--- config.mk ---
export PLATFORM = sky130hd
export DESIGN_NAME = at_ipd_payload_deframer_unit
export DESIGN_NICKNAME = d
export VERILOG_FILES = /design/src/ipd_dfr_pkg.sv /design/src/ipd_dfr_core.sv /design/src/ipd_dfr_outbuf.sv /design/src/at_ipd_payload_deframer_unit.sv
export SDC_FILE = /design/constraint.sdc
export NUM_CORES = 1
export LEC_CHECK = 0
export ABC_CLOCK_PERIOD_IN_PS = 5300
export BUFFER_PORTS_ARGS = -buffer_cell sky130_fd_sc_hd__buf_2
export CORE_MARGIN = 2
export CORE_UTILIZATION = 39
export CTS_BUF_LIST = sky130_fd_sc_hd__clkbuf_8
export CTS_CLUSTER_DIAMETER = 60
export DETAILED_ROUTE_END_ITERATION = 12
export GPL_TIMING_DRIVEN = 0
export PLACE_DENSITY = 0.59
export SYNTH_ARGS = -nofsm -noshare
export SYNTH_HDL_FRONTEND = slang
export SYNTH_HIERARCHICAL = 1
export SYNTH_SLANG_ARGS = --single-unit
--- constraint.sdc ---
create_clock -name i_clk -period 5.3 [get_ports i_clk]
set_clock_uncertainty 0.15 [all_clocks]
set_input_delay 0.53 -clock i_clk [delete_from_list [all_inputs] [get_ports i_clk]]
set_output_delay 0.53 -clock i_clk [all_outputs]
set_load 0.05 [all_outputs]
--- src/ipd_dfr_pkg.sv ---
package ipd_dfr_pkg;

    // Framing characters
    localparam logic [7:0] NO_DATA     = 8'hFF;
    localparam logic [7:0] CHAR_PLUS   = 8'h2B;
    localparam logic [7:0] CHAR_COLON  = 8'h3A;
    localparam logic [7:0] CHAR_ZERO   = 8'h30;
    localparam logic [7:0] CHAR_UPPERD = 8'h44;

    // Header and trailer lengths
    localparam logic [2:0] SKIP_LEN    = 3'd4;
    localparam logic [2:0] TRAILER_LEN = 3'd6;

    // Configuration
    localparam int         IDLE_BITS      = 10;
    localparam logic [9:0] IDLE_LIMIT_RST = 10'd1000;
    localparam int         LEN_BITS_DEF   = 11;

    typedef enum logic [2:0] {
        PH_HUNT    = 3'd0,
        PH_SKIP    = 3'd1,
        PH_LEN     = 3'd2,
        PH_PAYLOAD = 3'd3,
        PH_TRAILER = 3'd4
    } t_phase;

    typedef enum logic [1:0] {
        EV_PAYLOAD = 2'd0,
        EV_CLOSED  = 2'd1,
        EV_TIMEOUT = 2'd2
    } t_event;

    typedef struct packed {
        logic [7:0] data_byte;
        t_event     event_code;
        logic       last_payload;
    } t_result;

endpackage

--- src/ipd_dfr_core.sv ---
module ipd_dfr_core #(
    parameter int LEN_BITS = ipd_dfr_pkg::LEN_BITS_DEF
) (
    input  logic                     i_clk,
    input  logic                     i_rst_n,
    input  logic                     i_take,
    input  logic [7:0]               i_rx_byte,
    input  logic [9:0]               i_idle_limit,
    output logic                     o_res_push,
    output ipd_dfr_pkg::t_result     o_res
);
    import ipd_dfr_pkg::*;

    t_phase                r_phase,     n_phase;
    logic [2:0]            r_skip_cnt,  n_skip_cnt;
    logic [LEN_BITS-1:0]   r_frame_len, n_frame_len;
    logic [LEN_BITS-1:0]   r_left,      n_left;
    logic [2:0]            r_trl_cnt,   n_trl_cnt;
    logic [IDLE_BITS-1:0]  r_idle_cnt,  n_idle_cnt;

    logic [IDLE_BITS-1:0]  idle_inc;
    logic [2:0]            skip_inc;
    logic [2:0]            trl_inc;
    logic signed [8:0]     digit;
    logic [LEN_BITS-1:0]   len_times_ten;
    logic [LEN_BITS-1:0]   len_next;
    logic                  is_last;

    // Datapath helpers for the length accumulator and counters
    assign idle_inc      = r_idle_cnt + 1'b1;
    assign skip_inc      = r_skip_cnt + 1'b1;
    assign trl_inc       = r_trl_cnt + 1'b1;
    assign digit         = $signed({1'b0, i_rx_byte}) - $signed({1'b0, CHAR_ZERO});
    assign len_times_ten = (r_frame_len << 3) + (r_frame_len << 1);
    assign len_next      = len_times_ten + LEN_BITS'(digit);
    assign is_last       = (r_left <= LEN_BITS'(1));

    // Advance the frame state for one accepted request
    always_comb begin
        n_phase     = r_phase;
        n_skip_cnt  = r_skip_cnt;
        n_frame_len = r_frame_len;
        n_left      = r_left;
        n_trl_cnt   = r_trl_cnt;
        n_idle_cnt  = r_idle_cnt;
        o_res_push  = 1'b0;
        o_res       = '{data_byte: 8'h00, event_code: EV_PAYLOAD, last_payload: 1'b0};

        if (i_take) begin
            if (i_rx_byte == NO_DATA) begin
                // Count idle ticks inside a frame; drop them while hunting
                if (r_phase != PH_HUNT) begin
                    n_idle_cnt = idle_inc;
                    if (idle_inc >= i_idle_limit || idle_inc == '0) begin
                        n_phase          = PH_HUNT;
                        n_skip_cnt       = '0;
                        n_frame_len      = '0;
                        n_left           = '0;
                        n_trl_cnt        = '0;
                        n_idle_cnt       = '0;
                        o_res_push       = 1'b1;
                        o_res.event_code = EV_TIMEOUT;
                    end
                end
            end else begin
                case (r_phase)
                    PH_HUNT: begin
                        if (i_rx_byte == CHAR_PLUS) begin
                            n_phase     = PH_SKIP;
                            n_skip_cnt  = '0;
                            n_frame_len = '0;
                        end
                    end
                    PH_SKIP: begin
                        n_skip_cnt = skip_inc;
                        if (skip_inc >= SKIP_LEN) begin
                            n_phase = PH_LEN;
                        end
                    end
                    PH_LEN: begin
                        if (i_rx_byte == CHAR_COLON) begin
                            n_left    = r_frame_len;
                            n_trl_cnt = '0;
                            n_phase   = (r_frame_len == '0) ? PH_TRAILER : PH_PAYLOAD;
                        end else begin
                            n_frame_len = len_next;
                        end
                    end
                    PH_PAYLOAD: begin
                        n_left             = r_left - 1'b1;
                        o_res_push         = 1'b1;
                        o_res.data_byte    = i_rx_byte;
                        o_res.last_payload = is_last;
                        if (is_last) begin
                            n_left    = '0;
                            n_trl_cnt = '0;
                            n_phase   = PH_TRAILER;
                        end
                    end
                    PH_TRAILER: begin
                        if (r_trl_cnt < TRAILER_LEN) begin
                            n_trl_cnt = trl_inc;
                            if (trl_inc == TRAILER_LEN && i_rx_byte == CHAR_UPPERD) begin
                                n_phase          = PH_HUNT;
                                n_skip_cnt       = '0;
                                n_frame_len      = '0;
                                n_left           = '0;
                                n_trl_cnt        = '0;
                                n_idle_cnt       = '0;
                                o_res_push       = 1'b1;
                                o_res.event_code = EV_CLOSED;
                            end
                        end
                    end
                    default: begin
                        n_phase     = PH_HUNT;
                        n_skip_cnt  = '0;
                        n_frame_len = '0;
                        n_left      = '0;
                        n_trl_cnt   = '0;
                        n_idle_cnt  = '0;
                    end
                endcase
            end
        end
    end

    // Hold the frame state
    always_ff @(posedge i_clk) begin
        if (!i_rst_n) begin
            r_phase     <= PH_HUNT;
            r_skip_cnt  <= '0;
            r_frame_len <= '0;
            r_left      <= '0;
            r_trl_cnt   <= '0;
            r_idle_cnt  <= '0;
        end else begin
            r_phase     <= n_phase;
            r_skip_cnt  <= n_skip_cnt;
            r_frame_len <= n_frame_len;
            r_left      <= n_left;
            r_trl_cnt   <= n_trl_cnt;
            r_idle_cnt  <= n_idle_cnt;
        end
    end

endmodule

--- src/ipd_dfr_outbuf.sv ---
module ipd_dfr_outbuf (
    input  logic                  i_clk,
    input  logic                  i_rst_n,
    input  logic                  i_push,
    input  ipd_dfr_pkg::t_result  i_res,
    output logic                  o_can_push,
    output logic                  o_valid,
    input  logic                  i_ready,
    output ipd_dfr_pkg::t_result  o_res
);
    import ipd_dfr_pkg::*;

    logic    r_main_vld, n_main_vld;
    logic    r_skid_vld, n_skid_vld;
    t_result r_main,     n_main;
    t_result r_skid,     n_skid;
    logic    pop;

    assign pop        = r_main_vld & i_ready;
    assign o_can_push = ~r_skid_vld;
    assign o_valid    = r_main_vld;
    assign o_res      = r_main;

    // Refill the output register from the skid stage or a fresh result
    always_comb begin
        n_main_vld = r_main_vld;
        n_skid_vld = r_skid_vld;
        n_main     = r_main;
        n_skid     = r_skid;
        if (r_skid_vld) begin
            if (pop) begin
                n_main     = r_skid;
                n_skid_vld = 1'b0;
            end
        end else if (i_push) begin
            if (!r_main_vld || pop) begin
                n_main     = i_res;
                n_main_vld = 1'b1;
            end else begin
                n_skid     = i_res;
                n_skid_vld = 1'b1;
            end
        end else if (pop) begin
            n_main_vld = 1'b0;
        end
    end

    always_ff @(posedge i_clk) begin
        if (!i_rst_n) begin
            r_main_vld <= 1'b0;
            r_skid_vld <= 1'b0;
        end else begin
            r_main_vld <= n_main_vld;
            r_skid_vld <= n_skid_vld;
        end
    end

    always_ff @(posedge i_clk) begin
        r_main <= n_main;
        r_skid <= n_skid;
    end

endmodule

--- src/at_ipd_payload_deframer_unit.sv ---
// A result is registered into the output stage from the byte that causes it.
// Throughput: one byte per cycle while o_rx_ready is high; state updates in one pass.
// A two-entry output stage (output register plus skid) keeps input ready while a
// result waits; input stalls only when both entries are full.
// Reset (synchronous, active low): hunting for '+', counters cleared, idle limit 1000,
// output stage empty.
module at_ipd_payload_deframer_unit #(
    parameter int LEN_BITS = ipd_dfr_pkg::LEN_BITS_DEF
) (
    input  logic       i_clk,
    input  logic       i_rst_n,
    input  logic       i_rx_valid,
    output logic       o_rx_ready,
    input  logic [7:0] i_rx_byte,
    output logic       o_res_valid,
    input  logic       i_res_ready,
    output logic [7:0] o_data_byte,
    output logic [1:0] o_event_code,
    output logic       o_last_payload,
    input  logic       i_cfg_we,
    input  logic [9:0] i_cfg_wdata
);
    import ipd_dfr_pkg::*;

    logic [IDLE_BITS-1:0] r_idle_limit;
    logic                 take;
    logic                 res_push;
    logic                 can_push;
    t_result              core_res;
    t_result              out_res;

    // Hold the idle limit register
    always_ff @(posedge i_clk) begin
        if (!i_rst_n) begin
            r_idle_limit <= IDLE_LIMIT_RST;
        end else if (i_cfg_we) begin
            r_idle_limit <= i_cfg_wdata;
        end
    end

    assign o_rx_ready = can_push;
    assign take       = i_rx_valid & can_push;

    ipd_dfr_core #(
        .LEN_BITS (LEN_BITS)
    ) u_core (
        .i_clk        (i_clk),
        .i_rst_n      (i_rst_n),
        .i_take       (take),
        .i_rx_byte    (i_rx_byte),
        .i_idle_limit (r_idle_limit),
        .o_res_push   (res_push),
        .o_res        (core_res)
    );

    ipd_dfr_outbuf u_outbuf (
        .i_clk      (i_clk),
        .i_rst_n    (i_rst_n),
        .i_push     (res_push),
        .i_res      (core_res),
        .o_can_push (can_push),
        .o_valid    (o_res_valid),
        .i_ready    (i_res_ready),
        .o_res      (out_res)
    );

    assign o_data_byte    = out_res.data_byte;
    assign o_event_code   = out_res.event_code;
    assign o_last_payload = out_res.last_payload;

endmodule
# Word level (Yosys, flattened, before mapping)
# Cells that the tools add are included.
op_classes:
  add_sub_neg: 7
  n_lt_le_gt_ge: 4
  eq_ne: 24
  n_mux: 67
  n_bitwise: 4
  reduce_logical: 24
op_table:
  columns: ["cell", "count"]
  rows:
  - ["two-way mux 11 bit", 15]
  - ["case mux 11 bit (4 select lines)", 2]
  - ["two-way mux 3 bit", 17]
  - ["two-way mux 10 bit", 5]
  - ["case mux 3 bit (4 select lines)", 2]
  - ["adder 11 bit", 2]
  - ["AND reduction 7 bit", 3]
  - ["case mux 10 bit (2 select lines)", 1]
  - ["inequality test 3 x 1 -> 1 bit, second input constant", 6]
  - ["equality test 8 x 6 -> 1 bit, second input constant", 2]
  - ["two-way mux 1 bit", 16]
  - ["two-way mux 8 bit", 2]
  - ["case mux 3 bit (5 select lines)", 1]
  - ["<= comparator 11 x 1 -> 1 bit, second input constant", 1]
  - ["zero test 11 bit", 1]
  - ["subtractor 11 x 1 -> 11 bit, second input constant", 1]
  - ["adder 10 x 1 -> 10 bit, second input constant", 1]
  - ["greater-or-equal comparator 10 bit", 1]
  - ["zero test 10 bit", 1]
  - ["two-way mux 2 bit", 5]
  - ["inequality test 2 x 1 -> 1 bit, second input constant", 5]
  - ["AND reduction 3 bit", 3]
  - ["AND reduction 9 bit", 1]
  - ["subtractor 8 x 6 -> 9 bit, second input constant", 1]
  - ["other kinds (23)", 35]
totals:
  reg_bits: 75
  inputBits: 23
  elab_cells: 145

# Logic depth before layout (Yosys ltp)
# Gate-level depths: netlist of the first run.
logic_depth:
  ltp_word: 11
  ltp_mapped: 13
  depth_no_buf: 13

# By module
# The synthesis of the first run kept the hierarchy.
by_module_without_submodules:
  columns: ["mod", "n_inst", "cells_per_inst", "area_per_inst_um2", "seq_area_each_um2"]
  rows:
  - ["ipd_dfr_core", 1, 437, 3535.9, 820.8]
  - ["ipd_dfr_outbuf", 1, 49, 954.7, 700.7]
  - ["at_ipd_payload_deframer_unit", 1, 33, 369.1, 200.2]

# Worst setup path before layout of the first run
# Ideal clock, no wire load.
synth_path:
  path_type: "reg-to-reg"
  start: "register u_core.r_idle_cnt[0]"
  end: "register u_outbuf.r_main, in the netlist u_outbuf/o_res[0], enable pin"
  setup_time_ns: 0.382
  arrival_ns: 2.935
  required_time_ns: 4.768
  path_slack_ns: 1.833
  stages_incl_launch_ff: 13
  synth_period_minus_slack_ns: 3.467
  path_cell_list: "dfxtp_1 -> ha_1 -> nand2_1 -> or2_2 -> xnor2_1 -> ha_1 -> nand4_1 -> a21oi_1 -> a21oi_1 -> a21oi_1 -> o211a_1 -> mux2i_1 -> a21oi_1"
synth_between:
  elab_chain_len: 9
  word_cells_on_any_way: 10
  classes_between: "add/sub: 1; order compare: 1; mux: 4; reduce/logical: 4"
synth_rtl:
  columns: ["element", "line", "source"]
  rows:
  - ["from (decl)", "ipd_dfr_core.sv:19", "logic [IDLE_BITS-1:0] r_idle_cnt, n_idle_cnt;"]
  - ["from (signal assigned)", "ipd_dfr_core.sv:143", "r_idle_cnt <= n_idle_cnt;"]
  - ["adder 10 x 1 -> 10 bit *", "ipd_dfr_core.sv:30", "assign idle_inc = r_idle_cnt + 1'b1;"]
  - ["greater-or-equal comparator 10 bit / zero test 10 bit (equally long branches)", "ipd_dfr_core.sv:54", "if (idle_inc >= i_idle_limit || idle_inc == '0) begin"]
  - ["logical OR 1 bit *", "ipd_dfr_core.sv:54", null]
  - ["two-way mux 1 bit *", "ipd_dfr_core.sv:54", null]
  - ["two-way mux 1 bit *", "ipd_dfr_core.sv:52", "if (r_phase != PH_HUNT) begin"]
  - ["two-way mux 1 bit *", "ipd_dfr_core.sv:50", "if (i_rx_byte == NO_DATA) begin"]
  - ["two-way mux 1 bit *", "ipd_dfr_core.sv:49", "if (i_take) begin"]
  - ["named net res_push", "at_ipd_payload_deframer_unit.sv:27", "logic res_push;"]
  - ["nonzero test 2 bit (no line) *", null, null]
  - ["AND reduction 3 bit (no line) *", null, null]
  - ["to (signal assigned)", "ipd_dfr_outbuf.sv:59", "r_main <= n_main;"]
  - ["to (decl)", "ipd_dfr_outbuf.sv:15", "t_result r_main, n_main;"]
# The timed path passes the listed nets; every way through them passes the cells marked *.
# A chain may end at the register's enable or synchronous reset.

# Worst setup path after layout of the first run
# Ends and elaborated chain as after synthesis.

==> flow_summary.yaml, run 1 <==
status:
  status: "complete, no violations"
sta:
  maxSlewHeadroom_pct: 34.0
  finalCritPeriodShare_pct: 77.6
  period_needed_ps: 4110
  tightest_slew_ps: 990
  fin_hold_ws_ps: 225
  rsz0062_at_grt: "no"
  setup_viol: 0
  fmax_mhz: 243
  final-hold-violation-count: 0
  setup-tns-final_ps: 0
  maxSlewViolCount: 0
pwr:
  clockPowerShare_pct: 40.3
  p_seq_share_pct: 48.5
  swShare_pct: 25.7
  combPwrFrac_pct: 11.2
  ir_drop_mv: 0.104
  p_leak_nw: 2.26
  p_int_mw: 0.916
  netSwitchingPower_mw: 0.316
  p_per_area_mw_per_mm2: 226
die:
  coreArea_mm2: 0.0121
  die_h_um: 116
  die_area_mm2: 0.0134
  die_x_um: 116
  rows: 40
  initial_utilization_pct: 40.1
  num_io_pins: 36
clocking:
  cts_tree: "done"
  worstSkewPairLatency_ps: 360
  cts_hold_buf: 0
  cts_setup_buffers: 0
  cts_max_level: 3
  clock-sinks: 75
  clock_path_buffers: 2
  cts_resized: 0
  cts-root-buf: "clkbuf_8"
  clk_pin_slew_ps: 80
  cts_made_buffers: 9
logic_synthesis:
  ys.flop_type: "dfxtp_1"
  synth_cells: 519
  synth_seq_cells: 75
  synth_nets: 579
  synth_edf_count: 22
  syn_area_mm2: 0.00486
  yosysSeqAreaShare_pct: 35.4
  synth.distinct_cells: 72
  async_flop_share_pct: 0
  yosys_warnings: 6
  syn_avg_cell_area_um2: 9.36
global_routing:
  grt_max_degree: 14
  grt_pass1_vias: 3844
  grt_antenna_before_repair: 0
  grt_pass1_wl_um: 19400
  grt_usage_pct: 18.6
  overflow: 0
place:
  dp.cells: 721
  gp_congestion: 0.858
  port_buffers: 34
  dpl.hpwl_um: 8890
critical_path:
  critical_path.slowest_cell: "a21oi_1"
  startpoint_type: "register"
  crit_required_ps: 5130
  crit_buf_inv: 0
  end_kind: "register"
  cp_common_cell: "a21oi_1"
  cp.arrival_ps: 3950
  worstPathCellList: "ha_1 -> nand2_1 -> or2_2 -> xnor2_1 -> ha_1 -> a21oi_1 -> o21ai_0 -> a21oi_1 -> a21oi_1 -> o211a_1 -> mux2i_1 -> a21oi_1"
  path_max_fanout: 11
  path_class: "reg -> reg"
  cp_top_family: "compound AO/OA/AOI/OAI gates"
  critPathMaxStageDelay_ps: 770
hold_path:
  hp-class: "in -> reg"
final_layout:
  final_layout_size_suffix_gt1_share_pct: 17.0
  layout_commonest_cell: "dfxtp_1"
  nNetsFinal: 624
  mostFrequentLayoutCells: "dfxtp_1 (53), inv_1 (44), nand2_1 (38), buf_2 (38), nor2_1 (36)"
  stdcell_count: 737
  antenna_cells: 0
  area_growth_syn_to_layout_pct: 12.3
drt:
  route.detailed.drc: 0
  num_vias: 4010
  dr.pass1.iters: 5
  drtIter0Drc: 289
  vias_per_cell: 5.44
  drt-total-wl_um: 11800
  routedWlPerCell_um: 16.0
  final_antenna_net_count: 0
job:
  cap_violations: 0
worst paths after layout:
| kind | startpoint | to | slack (ps) | depth (start not counted) |
|---|---|---|---|---|
| setup / recovery | u_core/r_idle_cnt[0]$_SDFFE_PN0P_ | u_outbuf/o_res[0]$_DFFE_PP_ | 1190 | 12 |
| hold / removal | i_res_ready | u_outbuf/r_skid_vld$_SDFF_PN0_ | 220 | 2 |
| setup reg to reg | u_core/r_idle_cnt[0]$_SDFFE_PN0P_ | u_outbuf/o_res[0]$_DFFE_PP_ | 1190 | 12 |
| hold reg to reg | u_core/r_skip_cnt[1]$_SDFFE_PN0P_ | u_core/r_skip_cnt[1]$_SDFFE_PN0P_ | 330 | 2 |
power by group through the flow:
| stage | clock (mW) | sequential [mW] | combinational, mW |
|---|---|---|---|
| final | 0.496 | 0.597 | 0.139 |
| after detailed placement | 0 | 0.611 | 0.137 |
| after CTS | 0.509 | 0.597 | 0.137 |
| after global placement | 0 | 0.610 | 0.134 |
| after global routing | 0.534 | 0.598 | 0.153 |
| after floorplan | 0 | 0.610 | 0.0931 |
registers in the layout (all words and copies together) (netlist names):
signal,cells
u_core/r_trl_cnt,3
u_outbuf/r_skid,11
u_outbuf/r_skid_vld,1
u_outbuf/o_res,11
u_core/r_left,11
u_core/r_idle_cnt,10
u_core/r_skip_cnt,3
u_core/r_frame_len,11
r_idle_limit,10
u_core/r_phase,3
u_outbuf/o_valid,1
layer usage:
layer	vias to the layer above	track usage, %	wire length [um]	part of all wire, %
met4	0	5.48	155	1.3
met3	13	3.61	403	3.4
met2	80	30.0	5420	46
li1	1973	-	-	-
met1	1944	25.4	5810	49
met5	-	0	0	0
worst reg2reg max path, cell delays in order (launching register included):
cell     delay, ps
dfxtp_1        410
ha_1           320
nand2_1        140
or2_2          340
xnor2_1        250
ha_1           200
a21oi_1         60
o21ai_0        450
a21oi_1         90
a21oi_1        200
o211a_1        260
mux2i_1        100
a21oi_1        770
cell usage after synthesis, types with 3 or more instances:
library cell | instances | area (um2)
nor2b_1 | 5 | 31.3
and3_1 | 7 | 43.8
xor2_1 | 10 | 87.6
nor3_1 | 13 | 65.1
xnor2_1 | 13 | 114
o21ai_0 | 17 | 85.1
a21oi_1 | 18 | 90.1
o32ai_1 | 4 | 35.0
mux2i_1 | 24 | 240
nand4_1 | 5 | 31.3
a31oi_1 | 5 | 31.3
ha_1 | 29 | 363
mux2_2 | 4 | 45.0
a211o_1 | 3 | 26.3
o211ai_1 | 7 | 52.6
dfxtp_1 | 53 | 1060
buf_2 | 4 | 20.0
or2_2 | 5 | 31.3
or3_1 | 7 | 43.8
a22oi_1 | 4 | 30.0
a211oi_1 | 10 | 75.1
nor2_1 | 36 | 135
nand3_1 | 22 | 110
a31o_2 | 4 | 35.0
inv_1 | 43 | 161
or4_1 | 3 | 22.5
nand2_1 | 38 | 143
fa_1 | 8 | 160
nand2b_1 | 6 | 37.5
nor2_2 | 3 | 18.8
o41ai_1 | 5 | 43.8
buf_6 | 3 | 33.8
nor4_1 | 5 | 31.3
a32oi_1 | 6 | 52.6
edfxtp_1 | 22 | 661
clkbuf_1 | 12 | 45.0
and2_1 | 8 | 50.1
mux2_4 | 7 | 105
cell families after synthesis:
kind of cell	after synthesis	share of synthesized area (%)
AOI/OAI and AO/OA	106	16.5
xor gates and xnor gates	23	4.15
adders and majority gates	37	10.8
buffers and inverters	64	5.84
DFF	75	35.4
muxes	35	8.03
and+or+nand+nor	179	19.3
through the flow:
step                      worst slack [ps]  power (mW)  utilization [%]  instance area [um2]
final                                 1190        1.23             45.1                 5460
after global routing                   826        1.29             45.1                 5460
after CTS                             1210        1.24             45.1                 5460
after detailed placement              1230       0.747             43.3                 5240
after global placement                1240       0.744             43.3                 5240
after floorplan                       1830       0.703                -                 4860
final cells by class:
cell class	instances	area [um2]
Buffer	21	123
Clock buffer	10	138
Clock inverter	6	81.3
Fill cell	1208	6650
Inverter	43	161
Multi-Input combinational cell	380	2850
Sequential cell	75	1720
Tap cell	168	210
Timing Repair Buffer	34	170
(Power assumes the default switching activity.)
==> inputs of run 2 (changes only) <==
--- a/config.mk
+++ b/config.mk
@@ -5,7 +5,7 @@
 export SDC_FILE = /design/constraint.sdc
 export NUM_CORES = 1
 export LEC_CHECK = 0
-export ABC_CLOCK_PERIOD_IN_PS = 5300
+export ABC_CLOCK_PERIOD_IN_PS = 4200
 export BUFFER_PORTS_ARGS = -buffer_cell sky130_fd_sc_hd__buf_2
 export CORE_MARGIN = 2
 export CORE_UTILIZATION = 39
==> constraint.sdc (replaced) <==
create_clock -name i_clk -period 4.2 [get_ports i_clk]
set_clock_uncertainty 0.15 [all_clocks]
set_input_delay 0.42 -clock i_clk [delete_from_list [all_inputs] [get_ports i_clk]]
set_output_delay 0.42 -clock i_clk [all_outputs]
set_load 0.05 [all_outputs]
==> flow_summary.yaml, run 2 (synthesis results as in run 1) <==
die:
  die_h_um: 116
  die_area_mm2: 0.0134
  coreArea_mm2: 0.0121
  rows: 40
  initial_utilization_pct: 40.1
  num_io_pins: 36
  die_x_um: 116
hold_path:
  min_from: "i_res_ready"
  hold_path_depth: 2
  hold_end: "u_outbuf/r_skid_vld$_SDFF_PN0_"
  hp-class: "in -> reg"
global_routing:
  grt_max_degree: 14
  grt_usage_pct: 18.6
  grt_pass1_vias: 3844
  grt_antenna_before_repair: 0
  grt_pass1_wl_um: 19400
  overflow: 0
pwr:
  p_seq_share_pct: 48.5
  p_int_mw: 1.16
  clockPowerShare_pct: 40.3
  p_per_area_mw_per_mm2: 285
  combPwrFrac_pct: 11.3
  swShare_pct: 25.7
  netSwitchingPower_mw: 0.399
  ir_drop_mv: 0.132
  p_leak_nw: 2.26
drt:
  route.detailed.drc: 0
  drt-total-wl_um: 11800
  drtIter0Drc: 289
  dr.pass1.iters: 5
  routedWlPerCell_um: 16.0
  num_vias: 4011
  vias_per_cell: 5.44
  final_antenna_net_count: 0
critical_path:
  r2r-end: "u_outbuf/r_skid[0]$_DFFE_PP_"
  reg2reg_from: "u_core/r_idle_cnt[0]$_SDFFE_PN0P_"
  ff2ff_setup_slack_ps: 390
  path_class: "reg -> reg"
  crit_required_ps: 4050
  end_kind: "register"
  worst_r2r_path_depth: 11
  startpoint_type: "register"
  cp.arrival_ps: 3660
  path_max_fanout: 11
sta:
  tightest_slew_ps: 787
  setup-tns-final_ps: 0
  fmax_mhz: 263
  setup_viol: 0
  final-hold-violation-count: 0
  maxSlewViolCount: 0
  finalCritPeriodShare_pct: 90.7
  maxSlewHeadroom_pct: 47.0
  rsz0062_at_grt: "no"
  period_needed_ps: 3810
clocking:
  clock-sinks: 75
  clk_pin_slew_ps: 80
  cts_tree: "done"
  cts_setup_buffers: 0
  cts_made_buffers: 9
  worstSkewPairLatency_ps: 360
  cts-root-buf: "clkbuf_8"
  clock_path_buffers: 2
  cts_hold_buf: 0
  cts_max_level: 3
final_layout:
  layout_commonest_cell: "dfxtp_1"
  mostFrequentLayoutCells: "dfxtp_1 (53), inv_1 (44), nand2_1 (38), buf_2 (38), nor2_1 (36)"
  final_layout_size_suffix_gt1_share_pct: 17.2
  nNetsFinal: 624
  postLayoutCoreUtil_pct: 45.1
  antenna_cells: 0
  area_growth_syn_to_layout_pct: 12.4
place:
  gp_congestion: 0.858
  dpl.hpwl_um: 8890
  port_buffers: 34
job:
  cap_violations: 0
status:
  status: "complete, no violations"
run 2: changes by cell type in the layout (fill, tap and decap cells not counted):
| cell | delta |
|---|---|
| a21oi_1 | -1 |
| a21oi_2 | +1 |
run 2: how the worst max path moves through the flow:
stage	from	endpoint	slack [ps]	cells after the start
final	u_core/r_idle_cnt[0]$_SDFFE_PN0P_	u_outbuf/r_skid[0]$_DFFE_PP_	390	11
after global routing	u_core/r_idle_cnt[0]$_SDFFE_PN0P_	u_outbuf/o_res[8]$_DFFE_PP_	100	12
after CTS	u_core/r_idle_cnt[0]$_SDFFE_PN0P_	u_outbuf/o_res[7]$_DFFE_PP_	110	12
after detailed placement	u_core/r_idle_cnt[2]$_SDFFE_PN0P_	u_outbuf/o_res[7]$_DFFE_PP_	130	13
after global placement	u_core/r_idle_cnt[0]$_SDFFE_PN0P_	u_outbuf/o_res[0]$_DFFE_PP_	140	12
after floorplan	u_core/r_idle_cnt[0]$_SDFFE_PN0P_	u_outbuf/o_res[0]$_DFFE_PP_	730	12
run 2: timing repair:
item / 4_1_cts / 5_1_grt
setup endpoints to repair: 0 / 11
hold endpoints to repair: 0 / 0
resized for setup: 0 / 1
run 2: final cells by class:
cell class	instances	area, um2
plain buffers	21	123
clock buffers	10	138
clock inverters	6	81.3
fillers	1208	6650
inverters	43	161
multi-input cells	380	2860
flip-flops and latches	75	1720
well taps	168	210
repair buffers	34	170
run 2: per-stage QoR:
step                      instance area (um2)  std cells  total power [mW]  setup WS, ps  hold slack [ps]
final                                    5460        737              1.56           392              122
after global routing                     5460        737              1.62          96.2              104
after CTS                                5460        737              1.57           113              101
after detailed placement                 5240        721             0.943           132              315
after global placement                   5240        721             0.939           142              307
after floorplan                          4860        519             0.887           733              292
run 2: routing by layer:
metal / wire, um / part of all wire, % / GRT usage [%] / vias up
met1: 5820 / 49 / 25.4 / 1946
met2: 5420 / 46 / 30.0 / 80
met5: 0 / 0 / 0 / -
li1: - / - / - / 1974
met4: 141 / 1.2 / 5.48 / 0
met3: 404 / 3.4 / 3.61 / 11
run 2: power by group through the flow:
stage | clock network [mW] | registers [mW] | logic [mW]
6_report | 0.626 | 0.754 | 0.175
2_1_floorplan | 0 | 0.769 | 0.118
3_3_place_gp | 0 | 0.770 | 0.169
3_5_place_dp | 0 | 0.770 | 0.173
5_1_grt | 0.674 | 0.755 | 0.194
4_1_cts | 0.642 | 0.754 | 0.173
run 2: worst max-delay path, stage by stage (launching register included):
cell     delay (ps)
dfxtp_1         410
ha_1            320
nand2_1         130
or2_2           340
xnor2_1         250
ha_1            200
a21oi_1          60
o21ai_0         450
a21oi_1          90
a21oi_1         200
o211a_1         260
and4_1          580
==> inputs of run 3 (changes only) <==
--- a/config.mk
+++ b/config.mk
@@ -5,12 +5,14 @@
 export SDC_FILE = /design/constraint.sdc
 export NUM_CORES = 1
 export LEC_CHECK = 0
+export ABC_AREA = 1
 export ABC_CLOCK_PERIOD_IN_PS = 4200
 export BUFFER_PORTS_ARGS = -buffer_cell sky130_fd_sc_hd__buf_2
 export CORE_MARGIN = 2
 export CORE_UTILIZATION = 39
 export CTS_BUF_LIST = sky130_fd_sc_hd__clkbuf_8
 export CTS_CLUSTER_DIAMETER = 60
+export CTS_CLUSTER_SIZE = 40
 export DETAILED_ROUTE_END_ITERATION = 12
 export GPL_TIMING_DRIVEN = 0
 export PLACE_DENSITY = 0.59
==> flow_summary.yaml, run 3 <==
status:
  status: "complete, no violations"
clocking:
  cts_hold_buf: 0
  clock_path_buffers: 2
  cts_resized: 0
  clock-sinks: 75
  cts_made_buffers: 9
  cts_setup_buffers: 0
  cts_tree: "done"
  cts_max_level: 3
  clk_pin_slew_ps: 90
  cts-root-buf: "clkbuf_8"
  worstSkewPairLatency_ps: 390
die:
  die_h_um: 120
  coreArea_mm2: 0.0132
  die_x_um: 120
  initial_utilization_pct: 39.7
  die_area_mm2: 0.0144
  num_io_pins: 36
  rows: 42
drt:
  drtIter0Drc: 311
  routedWlPerCell_um: 12.7
  drt-total-wl_um: 12400
  route.detailed.drc: 0
  vias_per_cell: 4.87
  dr.pass1.iters: 4
  num_vias: 4764
  final_antenna_net_count: 0
sta:
  maxSlewHeadroom_pct: 40.5
  final-hold-violation-count: 0
  maxSlewViolCount: 0
  setup_viol: 0
  rsz0062_at_grt: "no"
  period_needed_ps: 3770
  finalCritPeriodShare_pct: 89.9
  tightest_slew_ps: 888
  fmax_mhz: 265
place:
  placed_cell_area_mm2: 0.00563
  port_buffers: 35
  dpl.hpwl_um: 9740
  gp_congestion: 0.890
critical_path:
  crit_buf_inv: 4
  crit_required_ps: 4070
  cp_top_family: "simple AND/OR/NAND/NOR gates"
  cp.arrival_ps: 3640
  critPathMaxStageDelay_ps: 740
  path_class: "reg -> reg"
  end_kind: "register"
  path_max_fanout: 11
  worstPathCellList: "ha_1 -> nand3_1 -> inv_1 -> nand2_1 -> nand2_1 -> nand2_1 -> ha_1 -> nand2_1 -> nor2_1 -> nand2_1 -> o21ai_0 -> nor2_1 -> nand3_4 -> buf_4 -> nand4_1 -> inv_1 -> inv_1 -> nor3_2"
  startpoint_type: "register"
  critical_path.slowest_cell: "nor3_2"
  cp_common_cell: "nand2_1"
logic_synthesis:
  yosysSeqAreaShare_pct: 32.9
  yosysTopAreaCell: "dfxtp_1"
  synthTopCellsByArea: "dfxtp_1 (20%), nand2_1 (15%), edfxtp_1 (13%)"
  synth_nets: 812
  yosysMostFrequentCell: "nand2_1"
  syn_area_mm2: 0.00523
  yosys_warnings: 6
  synth_cells: 752
  synth.distinct_cells: 41
  synth_edf_count: 22
  yosys-top-cells-count: "nand2_1 (204), inv_1 (108), nor2_1 (87)"
  synth.top_cell.area_share_pct: 20.3
  synth_seq_cells: 75
  syn_avg_cell_area_um2: 6.95
  async_flop_share_pct: 0
  ys.flop_type: "dfxtp_1"
final_layout:
  layout_commonest_cell: "nand2_1"
  final_design_area_no_fill_mm2: 0.00581
  final_layout_size_suffix_gt1_share_pct: 14.8
  antenna_cells: 0
  nNetsFinal: 858
  fillerInstances: 1356
  area_growth_syn_to_layout_pct: 11.1
  mostFrequentLayoutCells: "nand2_1 (204), inv_1 (108), nor2_1 (86), dfxtp_1 (53), nand3_1 (45)"
job:
  cap_violations: 0
global_routing:
  grt_antenna_before_repair: 0
  met1_usage_pct: 23.4
  use_met2_pct: 31.5
  grt_pass1_vias: 4617
  grt_busiest_layer: "met2"
  grt_pass1_wl_um: 21500
  grt_max_degree: 16
  overflow: 0
  use_met3_pct: 2.95
  grt_usage_pct: 18.6
pwr:
  power_mw: 1.88
  p_per_area_mw_per_mm2: 323
  p_leak_nw: 2.76
  ir_drop_mv: 0.148
hold_path:
  hp-class: "in -> reg"
run 3: cell count changes in the layout (fill, tap and decap cells not counted), moves of 8 or more:
cell / delta
nand3_1: +23
inv_1: +64
xnor2_1: -10
nand4_1: +31
nor2_1: +50
a21oi_1: +20
nand2_2: +8
mux2i_1: -24
inv_2: +9
nand2_1: +166
clkbuf_1: -8
nor2_2: +13
a211oi_1: -10
run 3: logic make-up (layout without fill, tap and decap cells):
kind of cell	after synthesis	in the layout	synth area share, %
AOI/OAI and AO/OA	58	58	5.89
xor gates and xnor gates	14	14	2.34
adders and majority gates	37	37	10.0
buffers and inverters	139	190	11.1
DFF	75	75	32.9
and+or+nand+nor	429	429	37.8
run 3: power by group:
group	leakage (nW)	switching (mW)	internal [mW]
clock network	0.0967	0.311	0.225
registers	0.589	0.0306	0.776
logic	2.07	0.345	0.191
total	2.76	0.687	1.19
run 3: worst paths after layout:
kind | startpoint | to | slack [ps] | cells past startpoint
worst min-delay path | i_cfg_wdata[9] | r_idle_limit[9]$_SDFFE_PN1P_ | 90 | 3
worst max register to register | u_core/r_idle_cnt[0]$_SDFFE_PN0P_ | u_outbuf/r_skid[10]$_DFFE_PP_ | 430 | 18
worst max-delay path | u_core/r_idle_cnt[0]$_SDFFE_PN0P_ | u_outbuf/r_skid[10]$_DFFE_PP_ | 430 | 18
worst min register to register | r_idle_limit[9]$_SDFFE_PN1P_ | r_idle_limit[9]$_SDFFE_PN1P_ | 320 | 2
run 3: metal layers:
metal / up-vias / share of wire [%] / wire length [um]
li1: 2481 / - / -
met1: 2162 / 47 / 5880
met2: 102 / 46 / 5750
met3: 19 / 4.3 / 538
met4: 0 / 2.1 / 258
met5: - / 0 / 0
run 3: worst min-delay path, cell delays in order:
cell and delay [ps]:
buf_2 70, nand2_1 40, nand3_1 60
run 3: area by class of cell:
| class | instances | area [um2] | share of cell area (%) |
|---|---|---|---|
| buffer | 19 | 125 | 2.15 |
| clock buffer | 9 | 124 | 2.13 |
| clock inverter | 7 | 56.3 | 0.969 |
| inverter | 120 | 455 | 7.83 |
| multi-input combinational | 538 | 2940 | 50.5 |
| sequential | 75 | 1720 | 29.6 |
| tap | 176 | 220 | 3.79 |
| timing repair buffer | 35 | 175 | 3.01 |
run 3: metrics by stage:
step	utilization, %	TNS (ps)	setup slack, ps	cells	hold WS [ps]
2_1_floorplan	-	0	716	752	279
3_3_place_gp	42.6	-256	-23.6	963	294
3_5_place_dp	42.7	0	305	963	300
4_1_cts	44.1	0	285	979	75.4
5_1_grt	44.1	0	109	979	98.6
6_report	44.1	0	426	979	85.6
